<file path="config.mk">
export PLATFORM = sky130hd
export DESIGN_NAME = markup_tag_entity_stripper_core
export DESIGN_NICKNAME = d
export VERILOG_FILES = /design/src/rtl/mtes_pkg.sv /design/src/rtl/markup_tag_entity_stripper_core.sv /design/src/rtl/mtes_parser.sv /design/src/rtl/mtes_outbuf.sv
export SDC_FILE = /design/constraint.sdc
export NUM_CORES = 1
export LEC_CHECK = 0
export ABC_AREA = 1
export BUFFER_PORTS_ARGS = -buffer_cell sky130_fd_sc_hd__buf_2
export CORE_UTILIZATION = 65
export CTS_CLUSTER_DIAMETER = 40
export DETAILED_ROUTE_END_ITERATION = 10
export PLACE_DENSITY = 0.86
export SYNTH_ARGS = -nofsm -noshare
export SYNTH_HDL_FRONTEND = slang
export SYNTH_SLANG_ARGS = --single-unit
</file>
<file path="constraint.sdc">
create_clock -name i_clk -period 9.25 [get_ports i_clk]
set_input_delay 0.4625 -clock i_clk [delete_from_list [all_inputs] [get_ports i_clk]]
set_output_delay 0.4625 -clock i_clk [all_outputs]
set_load 0.01 [all_outputs]
</file>
<file path="src/rtl/mtes_pkg.sv">
`timescale 1ns / 1ps

package mtes_pkg;

    localparam int COUNT_BITS_DEFAULT = 16;
    localparam int LIMIT_BITS         = 16;
    localparam logic [LIMIT_BITS-1:0] LIMIT_RESET = 16'd4096;

    localparam logic [1:0] MODE_PLAIN  = 2'd0;
    localparam logic [1:0] MODE_TAG    = 2'd1;
    localparam logic [1:0] MODE_ENTITY = 2'd2;

    localparam logic [7:0] CHAR_TAG_OPEN    = 8'h3C;
    localparam logic [7:0] CHAR_TAG_CLOSE   = 8'h3E;
    localparam logic [7:0] CHAR_AMPERSAND   = 8'h26;
    localparam logic [7:0] CHAR_SEMICOLON   = 8'h3B;
    localparam logic [7:0] CHAR_SPACE       = 8'h20;
    localparam logic [7:0] CHAR_QUOTE       = 8'h22;

    localparam logic [31:0] NAME_NBSP = 32'h6E62_7370;
    localparam logic [31:0] NAME_QT   = 32'h0000_7174;
    localparam logic [31:0] NAME_LT   = 32'h0000_6C74;
    localparam logic [31:0] NAME_GT   = 32'h0000_6774;

    localparam logic [2:0] NAME_LEN_FULL = 3'd4;
    localparam logic [2:0] NAME_LEN_PAIR = 3'd2;
    localparam logic [2:0] NAME_LEN_LONG = 3'd5;

    typedef struct packed {
        logic [7:0] out_byte;
        logic       char_valid;
        logic       finished;
        logic       truncated;
    } t_result;

endpackage

</file>
<file path="src/rtl/markup_tag_entity_stripper_core.sv">
`timescale 1ns / 1ps
// Markup tag stripper and entity decoder.
// The input channel (i_valid, o_ready) takes one source byte per request, with
// i_end_of_text set on the last byte of a string. Tags are dropped, the
// entities nbsp, qt, lt and gt are decoded and other entities are dropped.
// The output channel (o_valid, i_ready) gives zero or one result per byte:
// an emitted character, the first refusal at the output limit, or the
// finishing result for the last byte of a string.
// The configuration channel (i_cfg_valid, o_cfg_ready) writes the output
// limit; it is always ready and the new limit applies to the next byte.
// The result for a byte is computed combinationally and registered in the output register, and
// one byte is accepted every cycle while the receiver keeps up: the parser
// state update and the limit compare sit between the parse state registers
// and the output register.
// When the receiver stalls, one further result is held in a skid register
// and o_ready then falls until the output register drains.
// Synchronous reset empties the output, returns the parser to plain text with
// a zero count and sets the output limit to 4096.
module markup_tag_entity_stripper_core #(
    parameter int COUNT_BITS = mtes_pkg::COUNT_BITS_DEFAULT
) (
    input  logic                            i_clk,
    input  logic                            i_rst_n,
    input  logic                            i_valid,
    output logic                            o_ready,
    input  logic [7:0]                      i_in_byte,
    input  logic                            i_end_of_text,
    output logic                            o_valid,
    input  logic                            i_ready,
    output logic [7:0]                      o_out_byte,
    output logic                            o_char_valid,
    output logic                            o_finished,
    output logic                            o_truncated,
    input  logic                            i_cfg_valid,
    output logic                            o_cfg_ready,
    input  logic [mtes_pkg::LIMIT_BITS-1:0] i_cfg_output_limit
);
    import mtes_pkg::*;

    logic [LIMIT_BITS-1:0] r_output_limit;
    logic                  accept;
    logic                  push;
    t_result               parse_result;
    t_result               out_result;

    assign o_cfg_ready = 1'b1;
    assign accept      = i_valid && o_ready;

    always_ff @(posedge i_clk) begin
        if (!i_rst_n) begin
            r_output_limit <= LIMIT_RESET;
        end else if (i_cfg_valid && o_cfg_ready) begin
            r_output_limit <= i_cfg_output_limit;
        end
    end

    mtes_parser #(
        .COUNT_BITS(COUNT_BITS)
    ) u_parser (
        .i_clk          (i_clk),
        .i_rst_n        (i_rst_n),
        .i_output_limit (r_output_limit),
        .i_accept       (accept),
        .i_in_byte      (i_in_byte),
        .i_end_of_text  (i_end_of_text),
        .o_push         (push),
        .o_result       (parse_result)
    );

    mtes_outbuf u_outbuf (
        .i_clk    (i_clk),
        .i_rst_n  (i_rst_n),
        .i_push   (push),
        .i_result (parse_result),
        .o_space  (o_ready),
        .o_valid  (o_valid),
        .i_ready  (i_ready),
        .o_result (out_result)
    );

    assign o_out_byte   = out_result.out_byte;
    assign o_char_valid = out_result.char_valid;
    assign o_finished   = out_result.finished;
    assign o_truncated  = out_result.truncated;

endmodule

</file>
<file path="src/rtl/mtes_parser.sv">
`timescale 1ns / 1ps

module mtes_parser #(
    parameter int COUNT_BITS = mtes_pkg::COUNT_BITS_DEFAULT
) (
    input  logic                          i_clk,
    input  logic                          i_rst_n,
    input  logic [mtes_pkg::LIMIT_BITS-1:0] i_output_limit,
    input  logic                          i_accept,
    input  logic [7:0]                    i_in_byte,
    input  logic                          i_end_of_text,
    output logic                          o_push,
    output mtes_pkg::t_result             o_result
);
    import mtes_pkg::*;

    localparam int CMP_BITS = (COUNT_BITS > LIMIT_BITS) ? COUNT_BITS : LIMIT_BITS;

    logic [1:0]            r_mode,   n_mode;
    logic [31:0]           r_name,   n_name;
    logic [2:0]            r_len,    n_len;
    logic [COUNT_BITS-1:0] r_count,  n_count;
    logic                  r_halted, n_halted;

    logic [LIMIT_BITS-1:0] cap_limit;
    logic [CMP_BITS-1:0]   cap_cmp;
    logic [CMP_BITS-1:0]   count_cmp;
    logic                  at_cap;
    logic                  emit;
    logic                  trunc_event;
    logic [7:0]            ch;

    always_comb begin
        cap_limit = (i_output_limit == '0) ? '0 : i_output_limit - 1'b1;
        cap_cmp   = CMP_BITS'(cap_limit);
        count_cmp = CMP_BITS'(r_count);
        at_cap    = (count_cmp >= cap_cmp) || (r_count == '1);
    end

    always_comb begin
        n_mode      = r_mode;
        n_name      = r_name;
        n_len       = r_len;
        n_count     = r_count;
        n_halted    = r_halted;
        emit        = 1'b0;
        trunc_event = 1'b0;
        ch          = 8'h00;

        if (!r_halted) begin
            case (r_mode)
                MODE_TAG: begin
                    if (i_in_byte == CHAR_TAG_CLOSE) begin
                        n_mode = MODE_PLAIN;
                    end
                end
                MODE_ENTITY: begin
                    if (i_in_byte == CHAR_SEMICOLON) begin
                        n_mode = MODE_PLAIN;
                        if (r_len == NAME_LEN_FULL && r_name == NAME_NBSP) begin
                            ch   = CHAR_SPACE;
                            emit = 1'b1;
                        end else if (r_len == NAME_LEN_PAIR) begin
                            if (r_name == NAME_QT) begin
                                ch   = CHAR_QUOTE;
                                emit = 1'b1;
                            end else if (r_name == NAME_LT) begin
                                ch   = CHAR_TAG_OPEN;
                                emit = 1'b1;
                            end else if (r_name == NAME_GT) begin
                                ch   = CHAR_TAG_CLOSE;
                                emit = 1'b1;
                            end
                        end
                    end else if (r_len < NAME_LEN_FULL) begin
                        n_name = {r_name[23:0], i_in_byte};
                        n_len  = r_len + 1'b1;
                    end else begin
                        n_len = NAME_LEN_LONG;
                    end
                end
                default: begin
                    n_mode = MODE_PLAIN;
                    if (i_in_byte == CHAR_TAG_OPEN) begin
                        n_mode = MODE_TAG;
                    end else if (i_in_byte == CHAR_AMPERSAND) begin
                        n_mode = MODE_ENTITY;
                        n_name = '0;
                        n_len  = '0;
                    end else begin
                        ch   = i_in_byte;
                        emit = 1'b1;
                    end
                end
            endcase

            if (emit) begin
                if (at_cap) begin
                    emit        = 1'b0;
                    ch          = 8'h00;
                    n_halted    = 1'b1;
                    trunc_event = 1'b1;
                end else begin
                    n_count = r_count + 1'b1;
                end
            end
        end

        o_push              = i_accept && (emit || trunc_event || i_end_of_text);
        o_result.out_byte   = ch;
        o_result.char_valid = emit;
        o_result.finished   = i_end_of_text;
        o_result.truncated  = n_halted;

        if (i_end_of_text) begin
            n_mode   = MODE_PLAIN;
            n_name   = '0;
            n_len    = '0;
            n_count  = '0;
            n_halted = 1'b0;
        end
    end

    always_ff @(posedge i_clk) begin
        if (!i_rst_n) begin
            r_mode   <= MODE_PLAIN;
            r_name   <= '0;
            r_len    <= '0;
            r_count  <= '0;
            r_halted <= 1'b0;
        end else if (i_accept) begin
            r_mode   <= n_mode;
            r_name   <= n_name;
            r_len    <= n_len;
            r_count  <= n_count;
            r_halted <= n_halted;
        end
    end

`ifndef SYNTHESIS
    a_len_range: assert property (@(posedge i_clk) disable iff (!i_rst_n)
        r_len <= NAME_LEN_LONG)
        else $error("Entity name length out of range.");

    a_string_end_clears: assert property (@(posedge i_clk) disable iff (!i_rst_n)
        i_accept && i_end_of_text |=> r_mode == MODE_PLAIN && r_count == '0 && !r_halted)
        else $error("State not cleared after the last byte of a string.");

    a_char_not_truncated: assert property (@(posedge i_clk) disable iff (!i_rst_n)
        o_push && o_result.char_valid |-> !o_result.truncated)
        else $error("Character emitted while output is truncated.");

    a_halted_holds: assert property (@(posedge i_clk) disable iff (!i_rst_n)
        r_halted && !(i_accept && i_end_of_text) |=> r_halted && $stable(r_count))
        else $error("Halted state released before the end of the string.");
`endif

endmodule

</file>
<file path="src/rtl/mtes_outbuf.sv">
`timescale 1ns / 1ps

module mtes_outbuf (
    input  logic              i_clk,
    input  logic              i_rst_n,
    input  logic              i_push,
    input  mtes_pkg::t_result i_result,
    output logic              o_space,
    output logic              o_valid,
    input  logic              i_ready,
    output mtes_pkg::t_result o_result
);
    import mtes_pkg::*;

    logic    r_out_valid;
    logic    r_skid_valid;
    t_result r_out;
    t_result r_skid;
    logic    pop;

    assign pop      = r_out_valid && i_ready;
    assign o_space  = !r_skid_valid;
    assign o_valid  = r_out_valid;
    assign o_result = r_out;

    always_ff @(posedge i_clk) begin
        if (!i_rst_n) begin
            r_out_valid  <= 1'b0;
            r_skid_valid <= 1'b0;
        end else if (!r_out_valid || pop) begin
            if (r_skid_valid) begin
                r_out_valid  <= 1'b1;
                r_skid_valid <= 1'b0;
            end else begin
                r_out_valid <= i_push;
            end
        end else if (i_push) begin
            r_skid_valid <= 1'b1;
        end
    end

    always_ff @(posedge i_clk) begin
        if (!r_out_valid || pop) begin
            if (r_skid_valid) begin
                r_out <= r_skid;
            end else begin
                r_out <= i_result;
            end
        end else if (i_push) begin
            r_skid <= i_result;
        end
    end

endmodule

</file>
Yosys cells after proc, flatten, opt, wreduce, memory -nomap -nowiden
Index checks and enable logic that the tools add are counted.
Widths: inputs -> output; s select.
{ "totals": {"ff_bits": 94, "latch_bits": 0, "ramBits": 0, "rom_bits": 0, "inputBits": 30, "mem_count": 0} }
{ "classes": {"n_addsub": 3, "multipliers": 0, "n_div": 0, "order_cmp": 2, "eq_ne": 21, "shifts": 0, "muxes": 58, "n_bitwise": 2, "reduce_logical": 19} }
{ "op_table": {"columns": ["op", "count"], "rows": [
  ["$mux 32", 6],
  ["$eq 32x15->1 const B", 3],
  ["$mux 16", 5],
  ["$mux 8", 10],
  ["$pmux 32 s2", 1],
  ["$eq 32x31->1 const B", 1],
  ["$eq 8x6->1 const B", 4],
  ["$mux 1", 18],
  ["$mux 3", 6],
  ["$add 16x1->16 const B", 1],
  ["$eq 16x16->1 const B", 1],
  ["$ge 16x16->1", 1],
  ["$logic_not 16->1", 1],
  ["$pmux 8 s2", 1],
  ["$sub 16x1->16 const B", 1],
  ["$mux 2", 6],
  ["$mux 11", 1],
  ["$ne 3x2->1 const B", 3],
  ["$reduce_and 4->1", 2],
  ["$reduce_and 7->1", 1],
  ["$mux 6", 1],
  ["$ne 2x2->1 const B", 3],
  ["$ne 3x3->1 const B", 2],
  ["$pmux 3 s2", 1],
  ["other kinds (17)", 25]
]} }

Logic depth before layout (Yosys ltp)
{ "depth": {"word_depth": 15, "depth_mapped": 23, "ltp_nobuf": 22} }

Modules after synthesis
Synthesis repeated with hierarchy kept, for this count alone.
{ "hier_totals": {"cells_unflattened": 884, "area_unflattened_um2": 5848.1} }
{ "modules_own_cells": {"columns": ["module", "instances", "cells_each", "area_each_um2", "seq_area_each_um2"], "rows": [
  ["mtes_parser", 1, 711, 4274.1, 1081.0],
  ["mtes_outbuf", 1, 69, 883.3, 700.7],
  ["markup_tag_entity_stripper_core", 1, 104, 690.7, 320.3]
]} }

Worst setup path after synthesis
Ideal clock, no wire load.
{ "synth_timing": {"path_kind": "register to register", "from": "register r_output_limit[2]", "to": "register u_parser.r_count[10], in the netlist u_parser.count_cmp[10]", "setup_ps": 115, "t_arrival_ps": 2803, "required_time_ps": 9135, "slack_ps": 6332, "stages_incl_launch_ff": 21, "path_buffers": 1, "period_less_slack_ps": 2918, "path_cell_list": "dfxtp_1 -> nor2_2 -> nand2_1 -> nor4_2 -> nand2_1 -> nor3_4 -> nand4_1 -> or2_0 -> nand3_1 -> ha_1 -> a21oi_1 -> o21ai_0 -> a21oi_1 -> nand3_1 -> nor2_2 -> nand3_4 -> nand2_4 -> buf_6 -> nand3_1 -> nand2_1 -> nor2_1"} }
{ "synth_via": {"elab_chain_cells": 6, "elab_cells_between_ends": 7, "cone_classes": "1 x add/sub; 1 x order compare; 1 x eq/ne; 1 x mux; 3 x reduce/logical"} }
{ "synth_lines": {"columns": ["element", "line_no", "text"], "rows": [
  ["start, declared", "markup_tag_entity_stripper_core.sv:40", "logic [LIMIT_BITS-1:0] r_output_limit;"],
  ["start signal, assigned", "markup_tag_entity_stripper_core.sv:53", "r_output_limit <= i_cfg_output_limit;"],
  ["$sub 16x1->16 or $logic_not 16->1 (tied branches)", "mtes_parser.sv:34", "cap_limit = (i_output_limit == '0) ? '0 : i_output_limit - 1'b1;"],
  ["$mux 16 (*)", "mtes_parser.sv:34", null],
  ["$ge 16x16->1 (*)", "mtes_parser.sv:37", "at_cap = (count_cmp >= cap_cmp) || (r_count == '1);"],
  ["$logic_or 1x1->1 (*)", "mtes_parser.sv:37", null],
  ["$ne 2x2->1 (no source line) (*)", null, null],
  ["$reduce_and 4->1 (no source line) (*)", null, null],
  ["end signal, assigned", "mtes_parser.sv:135", "r_count <= n_count;"],
  ["end, declared", "mtes_parser.sv:22", "logic [COUNT_BITS-1:0] r_count, n_count;"]
]} }
Every way passes the cells marked *; elsewhere a longest branch is shown, timed or not.
A chain may end at the register's enable or synchronous reset.

Worst setup path after layout
{ "layout_timing": {"from": "register r_output_limit[12]", "to": "register u_parser.r_count[15], in the netlist u_parser.count_cmp[15]"} }
The elaborated chain is that of the path after synthesis.

==> results.txt <==
----------------------------------------------------
[Pwr]
  Leakage power total ... ~2.4 nW
  Worst supply voltage drop on vdd ... around 0.0001 V
  Power per unit of standard cell area ... between 150 and 200 nW/µm²

[Route]
  Remaining design rule violation count ... 0
  Antenna Nets Post-Route ... 0
  Number of DRC violations after detailed-routing iteration 0 ... approximately 270
  Total Wirelength ... 11.6 mm
  Via count normalized by instance count ... about 5.6
  Routed via count ... 5036
  Pre-antenna DRT Iters ... 5
  Routed wirelength normalized by instance count ... ~13 µm

[Finish]
  Post-layout net count ... about 840
  FILL cells ... about 690
  Area delta synth->final ... 5.90%
  Most frequent cells in the layout ... 183 x sky130_fd_sc_hd__nand2_1, 91 x sky130_fd_sc_hd__nor2_1, 89 x sky130_fd_sc_hd__nand3_1
  Commonest non-fill, non-tap cell in the layout ... sky130_fd_sc_hd__nand2_1
  Utilization after layout ... 70.6%
  Share of post-route cells with drive strength above 1 ... 11.2%
  Ant diodes ... 0
  Final non-filler cell area ... 5770 µm²

[Run]
  Number of max-capacitance violations reported ... 0

[Yosys]
  Cell Area, Synth ... 5450 µm²
  Area share of xor/xnor cells in the synthesized design ... 1.12%
  Most used DFF post-synth ... sky130_fd_sc_hd__dfxtp_1
  Multiplexer share of the synthesized area ... 0%
  Post-synth cell types ... 46
  Post-synthesis cell count ... 768
  Sequential-to-total area share from yosys stat ... 38.6%
  Synthesized area per cell ... around 7.1 µm²
  Number of register bits inferred by synthesis ... 94
  Synth Area in Adders ... 5.51%
  Share of the synthesized area in compound gates (AO/OA/AOI/OAI) ... 12.1%
  Share of flip-flops with an asynchronous set or reset after synthesis ... 0%
  Main combinational cell family by area after synthesis ... simple AND/OR/NAND/NOR gates
  Number of enable flip-flop cells after synthesis ... 22
  Synth warn ... 0
  Post-Synthesis Net Count ... 822
  Simple logic cell fraction of the synthesized area ... 33.7%

[Clock network]
  PostCTS Resize Cnt ... 0
  Number of clock buffers inserted by TritonCTS ... 9
  Total setup buffers inserted after CTS ... 0
  Clock slew at the register clock pins of the worst setup and hold paths ... 0.09 ns
  Max clock buf depth ... 2
  Post-cts hold buffer count ... 0
  Buffer cell driving the clock tree root ... sky130_fd_sc_hd__clkbuf_8
  Clock latency reported for the late side of the worst-skew pair ... 0.37 ns
  Total number of H-tree levels ... 3
  Clock tree from TritonCTS ... done
  Clock Sink Count ... 94

[GRT]
  Maximum number of pins on one net before global-route repair ... 38
  First-pass GRT wire length ... 19.5 mm
  Overall overflow remaining after global route ... 0
  Total routing resource utilization after global routing ... 28.0%
  Vias in the first global route ... 4469
  Antenna violations before repair ... 0

[STA]
  PnR worst setup slack ... 5.68 ns
  Final-report hold violation count ... 0
  Final critical-path share of the clock period ... 38.6%
  Slew at the pin with the worst max-slew slack ... 1.27 ns
  Minimum clock period after layout ... roughly 3.6 ns
  Final Slew Violations ... 0
  Worst slew margin relative to its limit ... 15.0%
  Unrepaired setup endpoints after global routing ... no
  Final clock skew ... ~0.015 ns
  Setup TNS Final ... 0 ns
  Timing-limited maximum frequency ... 280 MHz
  Final count of negative-setup-slack endpoints ... 0

[Setup path]
  Data required time of the critical path ... 9.51 ns
  Largest fanout on the critical path ... 32
  Capturing point of the worst reg2reg path ... u_parser.count_cmp[15]
  Slowest stage delay, CP ... 0.56 ns
  Worst R2R Setup Slack ... 5.68 ns
  Cell breakdown of the critical path ... nor2_1 > nand2_1 > nor4_1 > inv_1 > nand3_1 > ha_1 > a21oi_1 > o21ai_0 > a21oi_1 > nand3_1 > nor2_2 > nand3_4 > nand2_4 > nand3_1 > nand2_1 > nor2_1
  Cell class contributing the biggest share of worst-path delay ... simple AND/OR/NAND/NOR gates
  R2R depth ... 16
  CP Launch Point ... r_output_limit[12]
  CP Buf/Inv Count ... 1
  Arrival time at the worst endpoint ... 3.83 ns
  Slowest cell on crit path ... sky130_fd_sc_hd__nor4_1
  Critical Setup Path Class ... flip-flop to flip-flop
  Cell seen most often among critical-path stages ... sky130_fd_sc_hd__nand3_1
  Endpoint kind of the worst setup timing path ... flip-flop
  Type of element launching the critical path ... flip-flop
  R2r startpoint ... r_output_limit[12]

[Placement]
  Final RePlAce weighted congestion ... 0.926
  Detailed-placement wirelength estimate ... 8.23 mm
  Worst slack after detailed placement ... 5.76 ns
  Port-buffer cells ... 42
  Post-Place Cell Area ... 5600 µm²

[Floorplan]
  Die boundary height ... 93.6 µm
  Horiz. Die Dim ... 93.6 µm
  Std cell rows ... 33
  Die ar. ... between 8000 and 9000 µm²
  Effective utilization at floorplan ... around two thirds
  I/O pin total ... 44
  Core area ... between 8000 and 9000 µm²

[Hold path]
  Hold Path Depth ... 3
  Hold EP ... r_output_limit[9]
  Hold Path Class ... input pin to flip-flop
  HP Start ... i_cfg_output_limit[9]

[Run status]
  Outcome ... finished, final reports clean

----------------------------------------------------
area by class of cell:
cell class / instances / area (µm²) / area share (%)
inverter: 76 / 290 / 5.03
clock buffer: 9 / 124 / 2.15
sequential: 94 / 2100 / 36.4
clock inverter: 7 / 48.8 / 0.845
tap: 105 / 131 / 2.28
multi-input combinational: 565 / 2870 / 49.6
timing repair buffer: 42 / 210 / 3.64
logic make-up (layout without fill, tap and decap cells):
group / count (synthesis) / count (layout)
XOR/XNOR: 7 / 7
adder cells (fa/ha/maj): 24 / 24
buffers and inverters: 109 / 134
AO/OA/AOI/OAI: 121 / 121
other: 1 / 1
flip-flops: 94 / 94
AND/OR/NAND/NOR: 412 / 412
synth_stat cells, types with 2 or more instances:
master / n / share of area, %
sky130_fd_sc_hd__o21ai_0: 33 / 3.0
sky130_fd_sc_hd__clkbuf_1: 14 / 0.96
sky130_fd_sc_hd__nor4_1: 3 / 0.34
sky130_fd_sc_hd__xor2_1: 4 / 0.64
sky130_fd_sc_hd__nand2_1: 183 / 13
sky130_fd_sc_hd__o211ai_1: 3 / 0.41
sky130_fd_sc_hd__nor4_2: 4 / 0.92
sky130_fd_sc_hd__ha_1: 24 / 5.5
sky130_fd_sc_hd__dfxtp_1: 72 / 26
sky130_fd_sc_hd__nand4_1: 9 / 1.0
sky130_fd_sc_hd__nand3_1: 89 / 8.2
sky130_fd_sc_hd__a31oi_1: 2 / 0.23
sky130_fd_sc_hd__inv_1: 71 / 4.9
sky130_fd_sc_hd__clkinv_1: 2 / 0.14
sky130_fd_sc_hd__nor2_1: 92 / 6.3
sky130_fd_sc_hd__buf_6: 7 / 1.4
sky130_fd_sc_hd__or2_2: 4 / 0.46
sky130_fd_sc_hd__nand2_2: 3 / 0.34
sky130_fd_sc_hd__nor3_1: 7 / 0.64
sky130_fd_sc_hd__a31o_2: 2 / 0.32
sky130_fd_sc_hd__inv_4: 2 / 0.23
sky130_fd_sc_hd__nor2_2: 7 / 0.80
sky130_fd_sc_hd__xnor2_1: 3 / 0.48
sky130_fd_sc_hd__buf_2: 9 / 0.83
sky130_fd_sc_hd__buf_4: 2 / 0.28
sky130_fd_sc_hd__nand3b_1: 3 / 0.41
sky130_fd_sc_hd__a21oi_1: 74 / 6.8
sky130_fd_sc_hd__edfxtp_1: 22 / 12
layer usage:
layer / share of wire, % / GRT usage (%) / vias to the layer above
li1: - / - / 2570
met3: 5.3 / 3.90 / 27
met2: 47 / 45.5 / 168
met4: 2.0 / 13.1 / 0
met1: 46 / 36.8 / 2271
met5: 0 / 0 / -
through the flow:
stage               instances  power, mW  hold WS (ns)
global route              898       1.03         0.310
detailed placement        882      0.735         0.474
global placement          882      0.721         0.450
finish                    898      0.976         0.312
CTS                       898      0.976         0.306
floorplan                 768      0.680         0.439
where the power goes:
group	total, mW	switching, mW	internal, mW
Clock	0.248	0.150	0.0977
Sequential	0.493	0.0307	0.463
Combinational	0.235	0.151	0.0840
worst max-delay path by stage:
stage / to / slack (ns) / cells past startpoint
CTS: u_parser.count_cmp[15] / 5.73 / 21
finish: u_parser.count_cmp[15] / 5.68 / 16
global placement: u_parser.count_cmp[13] / 5.93 / 21
global route: u_parser.count_cmp[3] / 5.28 / 20
floorplan: u_parser.count_cmp[10] / 6.33 / 20
detailed placement: u_parser.count_cmp[15] / 5.76 / 20
state kept, by name, indices dropped and copies added, names as in the netlist:
register and count:
u_parser.r_len 3, u_outbuf.o_result 11, u_outbuf.r_skid_valid 1, r_output_limit 16, u_parser.count_cmp 16, u_parser.r_mode 2
u_parser.r_halted 1, u_outbuf.o_valid 1, u_outbuf.r_skid 11, u_parser.r_name 32
worst reg2reg max path: stages, from the launching register on:
cell,delay [ns]
sky130_fd_sc_hd__dfxtp_1,0.35
sky130_fd_sc_hd__nor2_1,0.23
sky130_fd_sc_hd__nand2_1,0.09
sky130_fd_sc_hd__nor4_1,0.56
sky130_fd_sc_hd__inv_1,0.33
sky130_fd_sc_hd__nand3_1,0.17
sky130_fd_sc_hd__ha_1,0.25
sky130_fd_sc_hd__a21oi_1,0.15
sky130_fd_sc_hd__o21ai_0,0.10
sky130_fd_sc_hd__a21oi_1,0.13
sky130_fd_sc_hd__nand3_1,0.11
sky130_fd_sc_hd__nor2_2,0.31
sky130_fd_sc_hd__nand3_4,0.12
sky130_fd_sc_hd__nand2_4,0.29
sky130_fd_sc_hd__nand3_1,0.13
sky130_fd_sc_hd__nand2_1,0.10
sky130_fd_sc_hd__nor2_1,0.05
No activity file was read; power rests on OpenSTA's default activity.
